### config.mk
export PLATFORM = sky130hd
export DESIGN_NAME = hilbert_fir_envelope
export DESIGN_NICKNAME = d
export VERILOG_FILES = /design/src/sv/hfe_pkg.sv /design/src/sv/hfe_cell.sv /design/src/sv/hfe_mac.sv /design/src/sv/hfe_isqrt.sv /design/src/sv/hilbert_fir_envelope.sv
export SDC_FILE = /design/constraint.sdc
export NUM_CORES = 2
export LEC_CHECK = 0
export BUFFER_PORTS_ARGS = -buffer_cell sky130_fd_sc_hd__buf_2
export CAP_MARGIN = 40
export CELL_PAD_IN_SITES_DETAIL_PLACEMENT = 0
export CELL_PAD_IN_SITES_GLOBAL_PLACEMENT = 1
export CORE_UTILIZATION = 40
export DETAILED_ROUTE_END_ITERATION = 7
export GPL_ROUTABILITY_DRIVEN = 0
export PLACE_DENSITY_LB_ADDON = 0.1
export SLEW_MARGIN = 40
export SYNTH_ARGS = -nofsm -noshare
export SYNTH_HDL_FRONTEND = slang
export SYNTH_HIERARCHICAL = 1
export SYNTH_SLANG_ARGS = --single-unit
### constraint.sdc
create_clock -name clock -period 10.05 [get_ports clock]
set_clock_uncertainty 0.05 [all_clocks]
set_input_delay 0.5025 -clock clock [delete_from_list [all_inputs] [get_ports clock]]
set_output_delay 0.5025 -clock clock [all_outputs]
set_load 0.1 [all_outputs]
### src/sv/hfe_pkg.sv
package hfe_pkg;

   localparam int SAMPLE_W          = 16;
   localparam int TAPS_DEFAULT      = 65;
   localparam int COEF_FRAC_DEFAULT = 15;

   // pi and one in Q30
   localparam longint unsigned PI_Q30  = 64'd3373259426;
   localparam longint          ONE_Q30 = 64'sd1073741824;

   // per-cell control: move the neighbor's value in, optionally as zero
   typedef struct packed {
      logic shift;
      logic zero;
   } hfe_cell_ctrl_type;

   // MAC control: clear the sum, take one tap this cycle
   typedef struct packed {
      logic clear;
      logic en;
   } hfe_mac_ctrl_type;

endpackage

### src/sv/hfe_cell.sv
module hfe_cell
   import hfe_pkg::*;
(
   input  logic                       clock,
   input  logic                       reset,
   input  hfe_cell_ctrl_type          ctrl,
   input  logic signed [SAMPLE_W-1:0] left_value,
   output logic signed [SAMPLE_W-1:0] value
);

   logic signed [SAMPLE_W-1:0] value_ff;
   logic signed [SAMPLE_W-1:0] value_in;

   always_comb begin
      value_in = value_ff;
      if (ctrl.shift) begin
         value_in = ctrl.zero ? '0 : left_value;
      end
   end

   always_ff @(posedge clock) begin
      if (reset) begin
         value_ff <= '0;
      end else begin
         value_ff <= value_in;
      end
   end

   assign value = value_ff;

endmodule

### src/sv/hfe_mac.sv
module hfe_mac
   import hfe_pkg::*;
#(
   parameter int TAPS           = TAPS_DEFAULT,
   parameter int COEF_FRAC_BITS = COEF_FRAC_DEFAULT
)
(
   input  logic                       clock,
   input  logic                       reset,
   input  hfe_mac_ctrl_type           ctrl,
   input  logic [$clog2(TAPS)-1:0]    tap,
   input  logic signed [SAMPLE_W-1:0] sample,
   output logic signed [SAMPLE_W-1:0] quadrature
);

   localparam int CW = COEF_FRAC_BITS + 2;
   localparam int PW = CW + SAMPLE_W;
   localparam int AW = PW + $clog2(TAPS);

   localparam logic signed [AW-1:0] Q_MAX  = AW'(32'sd32767);
   localparam logic signed [AW-1:0] Q_MIN  = AW'(-32'sd32768);
   localparam logic signed [AW-1:0] ROUNDER = AW'(1) <<< (COEF_FRAC_BITS - 1);

   logic signed [CW-1:0] coef_rom [TAPS];

   // Hamming-windowed Hilbert taps, worked out at elaboration.
   // Cosine: angle folded into [0, pi/2], ten-term Taylor series in Q30.
   for (genvar g = 0; g < TAPS; g++) begin : g_coef
      localparam int unsigned     D    = TAPS - 1;
      localparam int              MID  = (TAPS - 1) / 2;
      localparam int              K    = g - MID;
      localparam int unsigned     AK   = (K < 0) ? -K : K;
      localparam int unsigned     A    = (g <= D - g) ? g : D - g;
      localparam bit              NEG  = (4 * A > D);
      localparam longint unsigned NUM  = NEG ? D - 2 * A : 2 * A;
      localparam longint unsigned X    = (PI_Q30 * NUM) / D;
      localparam longint unsigned X2   = (X * X) >> 30;
      localparam longint unsigned M1   = ((longint'(ONE_Q30) * X2) >> 30) / 2;
      localparam longint unsigned M2   = ((M1 * X2) >> 30) / 12;
      localparam longint unsigned M3   = ((M2 * X2) >> 30) / 30;
      localparam longint unsigned M4   = ((M3 * X2) >> 30) / 56;
      localparam longint unsigned M5   = ((M4 * X2) >> 30) / 90;
      localparam longint unsigned M6   = ((M5 * X2) >> 30) / 132;
      localparam longint unsigned M7   = ((M6 * X2) >> 30) / 182;
      localparam longint unsigned M8   = ((M7 * X2) >> 30) / 240;
      localparam longint unsigned M9   = ((M8 * X2) >> 30) / 306;
      localparam longint          SUM  = ONE_Q30 - longint'(M1) + longint'(M2)
                                         - longint'(M3) + longint'(M4) - longint'(M5)
                                         + longint'(M6) - longint'(M7) + longint'(M8)
                                         - longint'(M9);
      localparam longint          C    = NEG ? -SUM : SUM;
      localparam longint          W    = (54 * ONE_Q30 - 46 * C) / 100;
      localparam longint unsigned NUMER = longint'(W) << (COEF_FRAC_BITS + 1);
      localparam longint unsigned DEN  = PI_Q30 * ((AK == 0) ? 1 : AK);
      localparam longint unsigned MAG  = (NUMER + DEN / 2) / DEN;
      localparam logic signed [CW-1:0] MAG_S = signed'(CW'(MAG));
      localparam logic signed [CW-1:0] COEF  =
         (AK % 2 == 1) ? ((K < 0) ? -MAG_S : MAG_S) : '0;
      assign coef_rom[g] = COEF;
   end

   logic                 prod_vld_ff;
   logic signed [PW-1:0] prod_ff;
   logic signed [PW-1:0] prod_in;
   logic signed [AW-1:0] acc_ff;
   logic signed [AW-1:0] acc_in;
   logic signed [AW-1:0] rounded;
   logic signed [AW-1:0] scaled;

   assign prod_in = coef_rom[tap] * sample;

   always_comb begin
      acc_in = acc_ff;
      if (ctrl.clear) begin
         acc_in = '0;
      end else if (prod_vld_ff) begin
         acc_in = acc_ff + AW'(prod_ff);
      end
   end

   always_ff @(posedge clock) begin
      if (reset) begin
         prod_vld_ff <= 1'b0;
      end else begin
         prod_vld_ff <= ctrl.en & ~ctrl.clear;
      end
   end

   always_ff @(posedge clock) begin
      prod_ff <= prod_in;
      acc_ff  <= acc_in;
   end

   // round half up, floor shift, saturate to 16 bits
   assign rounded = acc_ff + ROUNDER;
   assign scaled  = rounded >>> COEF_FRAC_BITS;

   always_comb begin
      if (scaled > Q_MAX) begin
         quadrature = Q_MAX[SAMPLE_W-1:0];
      end else if (scaled < Q_MIN) begin
         quadrature = Q_MIN[SAMPLE_W-1:0];
      end else begin
         quadrature = scaled[SAMPLE_W-1:0];
      end
   end

endmodule

### src/sv/hfe_isqrt.sv
module hfe_isqrt
   import hfe_pkg::*;
(
   input  logic                       clock,
   input  logic                       reset,
   input  logic                       start,
   input  logic signed [SAMPLE_W-1:0] in_phase,
   input  logic signed [SAMPLE_W-1:0] quadrature,
   output logic                       done,
   output logic [SAMPLE_W-1:0]        root
);

   localparam int RW = 2 * SAMPLE_W;        // radicand
   localparam int MW = SAMPLE_W + 2;        // remainder
   localparam int CNT_W = $clog2(SAMPLE_W);

   typedef enum logic [2:0] {
      S_IDLE,
      S_SQ_I,
      S_SQ_Q,
      S_SUM,
      S_ITER
   } state_type;

   state_type                  state_ff;
   logic                       done_ff;
   logic [CNT_W-1:0]           cnt_ff;
   logic signed [SAMPLE_W-1:0] ip_ff;
   logic signed [SAMPLE_W-1:0] q_ff;
   logic [RW-1:0]              sq_a_ff;
   logic [RW-1:0]              sq_b_ff;
   logic [RW-1:0]              rad_ff;
   logic [MW-1:0]              rem_ff;
   logic [SAMPLE_W-1:0]        root_ff;

   logic signed [SAMPLE_W-1:0] sq_op;
   logic signed [RW-1:0]       sq_prod;
   logic [MW+1:0]              rem_in;
   logic [MW+1:0]              trial;
   logic                       fits;

   // one shared squarer
   assign sq_op   = (state_ff == S_SQ_I) ? ip_ff : q_ff;
   assign sq_prod = sq_op * sq_op;

   // one result bit per cycle
   assign rem_in = {rem_ff, rad_ff[RW-1 -: 2]};
   assign trial  = {2'b00, root_ff, 2'b01};
   assign fits   = (rem_in >= trial);

   always_ff @(posedge clock) begin
      if (reset) begin
         state_ff <= S_IDLE;
         done_ff  <= 1'b0;
      end else begin
         // pulse after the last result bit
         done_ff <= (state_ff == S_ITER) && (cnt_ff == '0);
         case (state_ff)
            S_IDLE: begin
               if (start) begin
                  ip_ff    <= in_phase;
                  q_ff     <= quadrature;
                  state_ff <= S_SQ_I;
               end
            end
            S_SQ_I: begin
               sq_a_ff  <= sq_prod;
               state_ff <= S_SQ_Q;
            end
            S_SQ_Q: begin
               sq_b_ff  <= sq_prod;
               state_ff <= S_SUM;
            end
            S_SUM: begin
               rad_ff   <= sq_a_ff + sq_b_ff;
               rem_ff   <= '0;
               root_ff  <= '0;
               cnt_ff   <= CNT_W'(SAMPLE_W - 1);
               state_ff <= S_ITER;
            end
            S_ITER: begin
               rad_ff <= {rad_ff[RW-3:0], 2'b00};
               if (fits) begin
                  rem_ff  <= MW'(rem_in - trial);
                  root_ff <= {root_ff[SAMPLE_W-2:0], 1'b1};
               end else begin
                  rem_ff  <= rem_in[MW-1:0];
                  root_ff <= {root_ff[SAMPLE_W-2:0], 1'b0};
               end
               if (cnt_ff == '0) begin
                  state_ff <= S_IDLE;
               end else begin
                  cnt_ff <= cnt_ff - 1'b1;
               end
            end
            default: begin
               state_ff <= S_IDLE;
            end
         endcase
      end
   end

   assign done = done_ff;
   assign root = root_ff;

endmodule

### src/sv/hilbert_fir_envelope.sv
// Channel | Dir | Beat accepted when     | Content
// --------+-----+------------------------+-----------------------------------------------
// req     | in  | req_tvalid & req_tready| tdata[15:0] sample (Q1.15), tuser first_sample
// rsp     | out | rsp_tvalid & rsp_tready| tdata[15:0] envelope, [31:16] quadrature,
//         |     |                        | [47:32] in_phase
//
// One beat at a time: a new req beat is not taken while one is in flight.
// The history rotates once around the cell ring, one tap per cycle through the MAC,
// then the bit-serial square root squares I and Q, sums them and finds the root bit by bit.
// Reset clears the history cells, the sequencer and rsp_tvalid; no clearing pass.
// A stalled rsp holds in the output register; req is taken again as soon as the
// sequencer is back in idle, and a finished result waits only for that register.
module hilbert_fir_envelope
   import hfe_pkg::*;
#(
   parameter int TAPS           = TAPS_DEFAULT,
   parameter int COEF_FRAC_BITS = COEF_FRAC_DEFAULT
)
(
   input  logic        clock,
   input  logic        reset,

   input  logic        req_tvalid,
   output logic        req_tready,
   input  logic [15:0] req_tdata,   // [15:0] sample
   input  logic        req_tuser,   // [0] first_sample

   output logic        rsp_tvalid,
   input  logic        rsp_tready,
   output logic [47:0] rsp_tdata    // [15:0] envelope, [31:16] quadrature, [47:32] in_phase
);

   localparam int TAP_W = $clog2(TAPS);
   localparam int MID   = (TAPS - 1) / 2;

   typedef enum logic [2:0] {
      ST_IDLE,
      ST_MAC,
      ST_DRAIN,
      ST_START,
      ST_ROOT,
      ST_HOLD
   } state_type;

   state_type                  state_ff;
   logic [TAP_W-1:0]           tap_ff;
   logic                       rsp_valid_ff;
   logic [SAMPLE_W-1:0]        env_out_ff;
   logic signed [SAMPLE_W-1:0] q_out_ff;
   logic signed [SAMPLE_W-1:0] ip_out_ff;
   logic signed [SAMPLE_W-1:0] q_ff;
   logic signed [SAMPLE_W-1:0] ip_ff;

   logic                       req_beat;
   logic                       rotate;
   logic                       out_free;
   logic signed [SAMPLE_W-1:0] sample;
   logic signed [SAMPLE_W-1:0] cell_value [TAPS];
   logic signed [SAMPLE_W-1:0] mac_q;
   hfe_mac_ctrl_type           mac_ctrl;
   logic                       root_start;
   logic                       root_done;
   logic [SAMPLE_W-1:0]        root;

   assign req_tready = (state_ff == ST_IDLE);
   assign req_beat   = req_tvalid & req_tready;
   assign rotate     = (state_ff == ST_MAC);
   assign sample     = signed'(req_tdata);
   assign out_free   = ~rsp_valid_ff | rsp_tready;

   // History ring: cell 0 newest. A req beat shifts the sample in (a first_sample
   // zeroes the rest); in ST_MAC the ring turns once so the last cell walks
   // through every tap, oldest first, and ends where it started.
   for (genvar g = 0; g < TAPS; g++) begin : g_cell
      hfe_cell_ctrl_type          cell_ctrl;
      logic signed [SAMPLE_W-1:0] left_value;

      if (g == 0) begin : g_head
         assign left_value = req_beat ? sample : cell_value[TAPS-1];
         assign cell_ctrl  = '{shift: req_beat | rotate, zero: 1'b0};
      end else begin : g_body
         assign left_value = cell_value[g-1];
         assign cell_ctrl  = '{shift: req_beat | rotate, zero: req_beat & req_tuser};
      end

      hfe_cell u_cell (
         .clock      (clock),
         .reset      (reset),
         .ctrl       (cell_ctrl),
         .left_value (left_value),
         .value      (cell_value[g])
      );
   end

   assign mac_ctrl = '{clear: req_beat, en: rotate};

   hfe_mac #(
      .TAPS           (TAPS),
      .COEF_FRAC_BITS (COEF_FRAC_BITS)
   ) u_mac (
      .clock      (clock),
      .reset      (reset),
      .ctrl       (mac_ctrl),
      .tap        (tap_ff),
      .sample     (cell_value[TAPS-1]),
      .quadrature (mac_q)
   );

   assign root_start = (state_ff == ST_START);

   hfe_isqrt u_isqrt (
      .clock      (clock),
      .reset      (reset),
      .start      (root_start),
      .in_phase   (cell_value[MID]),
      .quadrature (mac_q),
      .done       (root_done),
      .root       (root)
   );

   always_ff @(posedge clock) begin
      if (reset) begin
         state_ff     <= ST_IDLE;
         rsp_valid_ff <= 1'b0;
      end else begin
         // a new result loads as the old beat leaves, else a taken beat clears valid
         if ((state_ff == ST_HOLD) && out_free) begin
            rsp_valid_ff <= 1'b1;
         end else if (rsp_tready) begin
            rsp_valid_ff <= 1'b0;
         end
         case (state_ff)
            ST_IDLE: begin
               if (req_beat) begin
                  tap_ff   <= TAP_W'(TAPS - 1);
                  state_ff <= ST_MAC;
               end
            end
            ST_MAC: begin
               if (tap_ff == '0) begin
                  state_ff <= ST_DRAIN;
               end else begin
                  tap_ff <= tap_ff - 1'b1;
               end
            end
            ST_DRAIN: begin
               // last product lands in the sum this cycle
               state_ff <= ST_START;
            end
            ST_START: begin
               q_ff     <= mac_q;
               ip_ff    <= cell_value[MID];
               state_ff <= ST_ROOT;
            end
            ST_ROOT: begin
               if (root_done) begin
                  state_ff <= ST_HOLD;
               end
            end
            ST_HOLD: begin
               if (out_free) begin
                  env_out_ff <= root;
                  q_out_ff   <= q_ff;
                  ip_out_ff  <= ip_ff;
                  state_ff   <= ST_IDLE;
               end
            end
            default: begin
               state_ff <= ST_IDLE;
            end
         endcase
      end
   end

   assign rsp_tvalid = rsp_valid_ff;
   assign rsp_tdata  = {ip_out_ff, q_out_ff, env_out_ff};

endmodule

* Word-level counts from Yosys, hierarchy flattened
Memories as Yosys holds them, arrays and structs flattened.
Cells that the tools add are included.
** Word-level totals
- Bits in registers :: 1375
- Memory bits (read-only) :: 2176
- Bits of input ports :: 21
- Output and inout bits :: 50
- Word-level logic and storage cells :: 234
- Memories kept :: 1
** Memory list
- (name not given) :: depth 128, width 17, rd ports 1, clocked after Yosys merged registers in 0, wr ports 0, line hfe_mac.sv:70 : assign prod_in = coef_rom[tap] * sample;
** Operators by class
- $add $sub $neg :: 6
- $mul :: 2
- Magnitude comparators :: 4
- Equal/unequal tests :: 17
- Multiplexer cells :: 90
- Bitwise gates (word level) :: 9
- Reduce and logical (&&, ||, !) cells :: 19
** Operator list (number)
- two-way mux 16 bit :: 68
- one-hot mux 32 bit (2 select lines) :: 1
- adder 40 x 16 -> 40 bit, second input constant :: 1
- adder 40 x 33 -> 40 bit :: 1
- one-hot mux 18 bit (2 select lines) :: 1
- two-way mux 17 bit :: 2
- multiplier 17 x 16 -> 33 bit :: 1
- adder 32 bit :: 1
- multiplier 16 x 16 -> 32 bit :: 1
- one-hot mux 16 bit (2 select lines) :: 1
- greater-than comparator 25 x 16 -> 1 bit, second input constant :: 1
- less-than comparator 25 x 16 -> 1 bit, second input constant :: 1
- greater-or-equal comparator 20 x 18 -> 1 bit :: 1
- two-way mux 18 bit :: 1
- two-way mux 3 bit :: 6
- one-hot mux 3 bit (6 select lines) :: 1
- subtractor 18 bit :: 1
- one-hot mux 3 bit (5 select lines) :: 1
- two-way mux 7 bit :: 2
- one-hot mux 7 bit (2 select lines) :: 1
- equality test 3 x 2 -> 1 bit, second input constant :: 4
- inequality test 2 bit, second input constant :: 5
- AND reduction 2 bit :: 5
- equality test 3 bit, second input constant :: 3
- 19 further kinds :: 36

* Longest topological paths before layout
- Depth in word-level cells :: 5
- Gate-level depth with buffers :: 31

* Hierarchy
Netlist, hierarchy kept.
** Modules (own cells, without submodules)
- hfe_cell :: instances 65, cells each 70, area each 668.1 µm²
- hfe_isqrt :: instances 1, cells each 1630, area each 16906.2 µm²
- hfe_mac :: instances 1, cells each 1788, area each 15479.8 µm²
- hilbert_fir_envelope :: instances 1, cells each 164, area each 3310.7 µm²

* Worst setup path before layout
No wires, ideal clock.
- Kind :: register to register
- Start :: register state_ff[0] (netlist name)
- End :: register g_cell[64].u_cell.value_ff[8]
- Library setup time :: 120 ps
- Arrival :: 7947 ps
- Path slack :: 1933 ps
- Cell stages (with the launch flop) :: 6
- Period minus slack after synthesis :: 8117 ps
- Cell sequence :: dfxtp_1 > buf_2 > o21a_1 > clkbuf_2 > nand2b_1 > a21oi_1
** RTL lines
- end signal: assignment :: line hfe_cell.sv:25 : value_ff <= value_in;
- end: declaration :: line hfe_cell.sv:11 : logic signed [SAMPLE_W-1:0] value_ff;

* Final worst setup path
- Start :: register tap_ff[5]
- End :: register u_mac.prod_ff[30]
** Between the ends
- Cells in the longest elaborated chain, start to end :: 5
** Ends and longest elaborated chain
- start: declaration :: line hilbert_fir_envelope.sv:46 : logic [TAP_W-1:0] tap_ff;
- start signal: assignment :: line hilbert_fir_envelope.sv:135 : tap_ff <= TAP_W'(TAPS - 1);
- start signal: assignment :: line hilbert_fir_envelope.sv:143 : tap_ff <= tap_ff - 1'b1;
- inverter 7 -> 8 bit (implied by the code) :: line hfe_mac.sv:70
- memory read (128 x 17 bit)
- two-way mux 17 bit (implied by the code) (2 in series) :: line hfe_mac.sv:70
- multiplier 17 x 16 -> 33 bit :: line hfe_mac.sv:70
- via u_mac.prod_in[30] :: line hfe_mac.sv:64 : logic signed [PW-1:0] prod_in;
- end signal: assignment :: line hfe_mac.sv:90 : prod_ff <= prod_in;
- end: declaration :: line hfe_mac.sv:63 : logic signed [PW-1:0] prod_ff;
The timed path passes the listed nets, and every way through them passes these cells. The select of a mux whose other input is x is not followed.
A chain may end at the register's enable or synchronous reset.

==> metrics.yaml <==
vias_per_cell: 5.024
wirelength_um: 171300
p_clk_share_pct: 46.4
grt-ovfl-total: 0
highest-signal-layer: "met5"
critical_path.top_delay_family: "adder cells"
tritoncts_clock_tree: "done"
drt_pass1_iterations: 5
die_area_mm2: 0.1996
postCtsSetupRepairBufs: 0
maxCapViolations: 0
hpwl_um: 110300
layout.filler_cells: 19280
met1Wirelength_um: 86970
synth_fa_ha_area_share_pct: 16.88
power_density_mw_per_mm2: 144.7
core_mm2: 0.1958
tightest_slew_ns: 0.9901
rows: 162
synth_edf_count: 251
power.share.combinational_pct: 8.3
nNetsFinal: 8752
post-route-min-period_ns: 8.212
post_synth_inst_count: 8132
area_occupied_by_multi_input_gates_mm2: 0.04332
maxSlewHeadroom_pct: 33.55
cts_max_path_buffers: 3
final_layout_size_suffix_gt1_share_pct: 7.697
ctsResizeCount: 0
cts.sink_count: 1373
finalHoldViolCount: 0
setup-violations-final: 0
worst_ep_required_time_ns: 10.69
grt_pass1_wl_um: 280400
pwr-share-seq_pct: 45.3
die-width_um: 446.8
slew_viol_final: 0
net-switching-power_mw: 3.026
max_freq_mhz: 121.8
root_buffer: "clkbuf_16"
route.met2.wl_um: 75210
min-delay-path-class: "in2reg"
yosys.area_share.xor_xnor_pct: 1.893
fin_util_pct: 43.92
clock_latency_of_the_later_clocked_register_in_the_worst_skew_pair_ns: 0.80
grt_pass1_vias: 52790
cts-buffers-inserted: 161
sw_frac_of_total_pct: 24.32
h_tree_lvls: 4
ys_seq_elements: 1373
synth_top_family_by_area: "simple AND/OR/NAND/NOR gates"
syn-cell-area_mm2: 0.07913
track_usage_pct: 16.98
timing.setup.critical_path_class: "reg2reg"
worstPathBufferInverterCount: 8
most_frequently_used_flop_master_after_synthesis: "dfxtp_1"
port_buffers: 70
grt_setup_unrepaired: "no"
async_flop_share_pct: 0
totalPowerFinal_mw: 12.44
result_of_the_run: "finished clean"
route.met3.wl_um: 5795
syn2layout_area_growth_pct: 8.688
worst_ir_drop_vdd_v: 0.0001658
yosysSeqAreaShare_pct: 37.91
worstPathArrival_ns: 8.85
dp_slack_ns: 1.855
internal_power_mw: 9.416
detail-route-antenna-nets: 0
storage_element_area_mm2: 0.03001
crit_path_start_kind: "flip-flop"
first_iter_violations: 3761
cpMaxStageDelayCell: "clkinv_1"
grt_start_max_net_pins: 248
critical_path.endpoint_type: "flip-flop"
worst_slack_ns: 1.838
yosysWarnings: 6
synth_simple_gate_area_share_pct: 23.95
route.detailed.drc: 0
crit_path_max_incr_delay_ns: 0.55
dieHeight_um: 446.8
fin_tns_setup_ns: 0
post_synth_num_cell_types: 99
initial_utilization_pct: 40.41
wl_per_cell_um: 15.98
io_pins: 71
synth-compound-area-share_pct: 10.80
worst_setup_hold_path_clk_slew_ns: 0.05
static-leakage-power_nw: 31.63
critical_path_peak_fanout: 33
dr_total_vias: 53860
antenna_found_initial: 3
synthesis.area_per_instance_um2: 9.730
ratio_of_final_minimum_period_to_clock_period_pct: 81.71
post_synth_mux_area_share_pct: 1.093
synth_stat cells (8+ instances only):
master / n / area (um2)
nand2_1: 260 / 975.9
a21oi_1: 1202 / 6016
nor2_1: 246 / 923.4
a211oi_1: 24 / 180.2
and2_1: 143 / 894.6
o21bai_1: 12 / 90.09
edfxtp_1: 251 / 7537
clkbuf_2: 130 / 650.6
nand3_1: 50 / 250.2
buf_6: 132 / 1486
mux2_4: 9 / 135.1
fa_1: 504 / 10090
xnor2_1: 112 / 980.9
o22ai_1: 8 / 50.05
nand2b_2: 130 / 1139
buf_2: 138 / 690.7
nor3_1: 23 / 115.1
xor2_1: 59 / 516.8
and3_1: 30 / 187.7
ha_1: 261 / 3266
nand2b_1: 928 / 5806
mux2i_1: 47 / 470.5
clkbuf_1: 84 / 315.3
dfxtp_1: 1122 / 22460
o31ai_1: 10 / 75.07
o21a_1: 24 / 180.2
nand4_1: 17 / 106.4
inv_1: 717 / 2691
a21o_1: 56 / 420.4
or3_1: 18 / 112.6
a31oi_1: 25 / 156.4
nor3b_1: 12 / 90.09
mux2_2: 23 / 259.0
o21ai_0: 99 / 495.5
nor2b_1: 30 / 187.7
nand3b_1: 1045 / 7845
o21ai_1: 17 / 85.08
repair_timing:
action	in CTS	in global routing
setup endpoints to repair	0	0
hold endpoints to repair	1	0
hold buffers	1	0
layer usage:
layer / vias to the layer above / global-route usage (%)
met3: 225 / 2.648
met4: 2 / 4.386
met1: 26220 / 24.87
li1: 26770 / -
met5: - / 0
met2: 643 / 25.86
cell families after synthesis:
logic type / after synthesis
buffers and inverters: 1217
other: 1
multiplexers: 79
flip-flops: 1373
adder cells (fa/ha/maj): 765
AND/OR/NAND/NOR: 2969
XOR/XNOR: 171
AO/OA/AOI/OAI: 1557
through the flow:
step	instance area, um2	instances	hold WS [ns]
final	86000	10720	0.09595
after global routing	86000	10720	0.05030
after CTS	85830	10710	0.02270
after detailed placement	80560	10420	0.3545
after global placement	80320	10410	0.3510
after floorplan	79150	8138	0.3503
placed cells by master, fill, tap and decap left out, types with 164 or more instances in the layout:
cell / netlist / final
a21oi_1: 1202 / 1201
dfxtp_1: 1122 / 1113
nand3b_1: 1045 / 1045
nand2b_1: 928 / 928
inv_1: 717 / 717
fa_1: 504 / 504
nand2_1: 260 / 260
ha_1: 261 / 260
edfxtp_1: 251 / 251
nor2_1: 246 / 244
clkbuf_16: 0 / 164
power groups by stage:
stage	logic [mW]	clock network [mW]	registers [mW]
after global placement	1.01	0	5.76
after CTS	1.04	5.99	5.64
final	1.04	5.77	5.63
after floorplan	1.02	0	5.74
after global routing	1.13	6.21	5.63
after detailed placement	1.04	0	5.76
registers in the layout, summed over array words and instances, names as in the netlist, 16 cells and up:
signal	count
q_ff	16
u_isqrt/ip_ff	16
u_isqrt/rad_ff	32
u_isqrt/root	16
u_isqrt/q_ff	16
ip_out_ff	16
u_mac/prod_ff	33
ip_ff	16
u_isqrt/rem_ff	18
u_isqrt/sq_b_ff	31
u_mac/acc_ff	40
q_out_ff	16
g_cell.u_cell/value	1040
u_isqrt/sq_a_ff	31
env_out_ff	16
final timing paths:
path | start | to | slack, ns | depth (start not counted)
worst max-delay path | tap_ff[5] | u_mac/prod_ff[30] | 1.84 | 29
worst min-delay path | reset | g_cell[27].u_cell/value[3] | 0.1 | 2
worst max register to register | tap_ff[5] | u_mac/prod_ff[30] | 1.84 | 29
worst min register to register | q_ff[6] | q_out_ff[6] | 0.37 | 0
final cells by class:
cell class / count / area share [%]
antenna: 3 / 0.008729
timing repair buffer: 155 / 1.622
inverter: 727 / 3.173
multi-input combinational: 5548 / 50.37
sequential: 1373 / 34.90
tap: 2624 / 3.818
clock buffer: 233 / 5.364
clock inverter: 58 / 0.7478
Power figures use the tool's default switching activity.
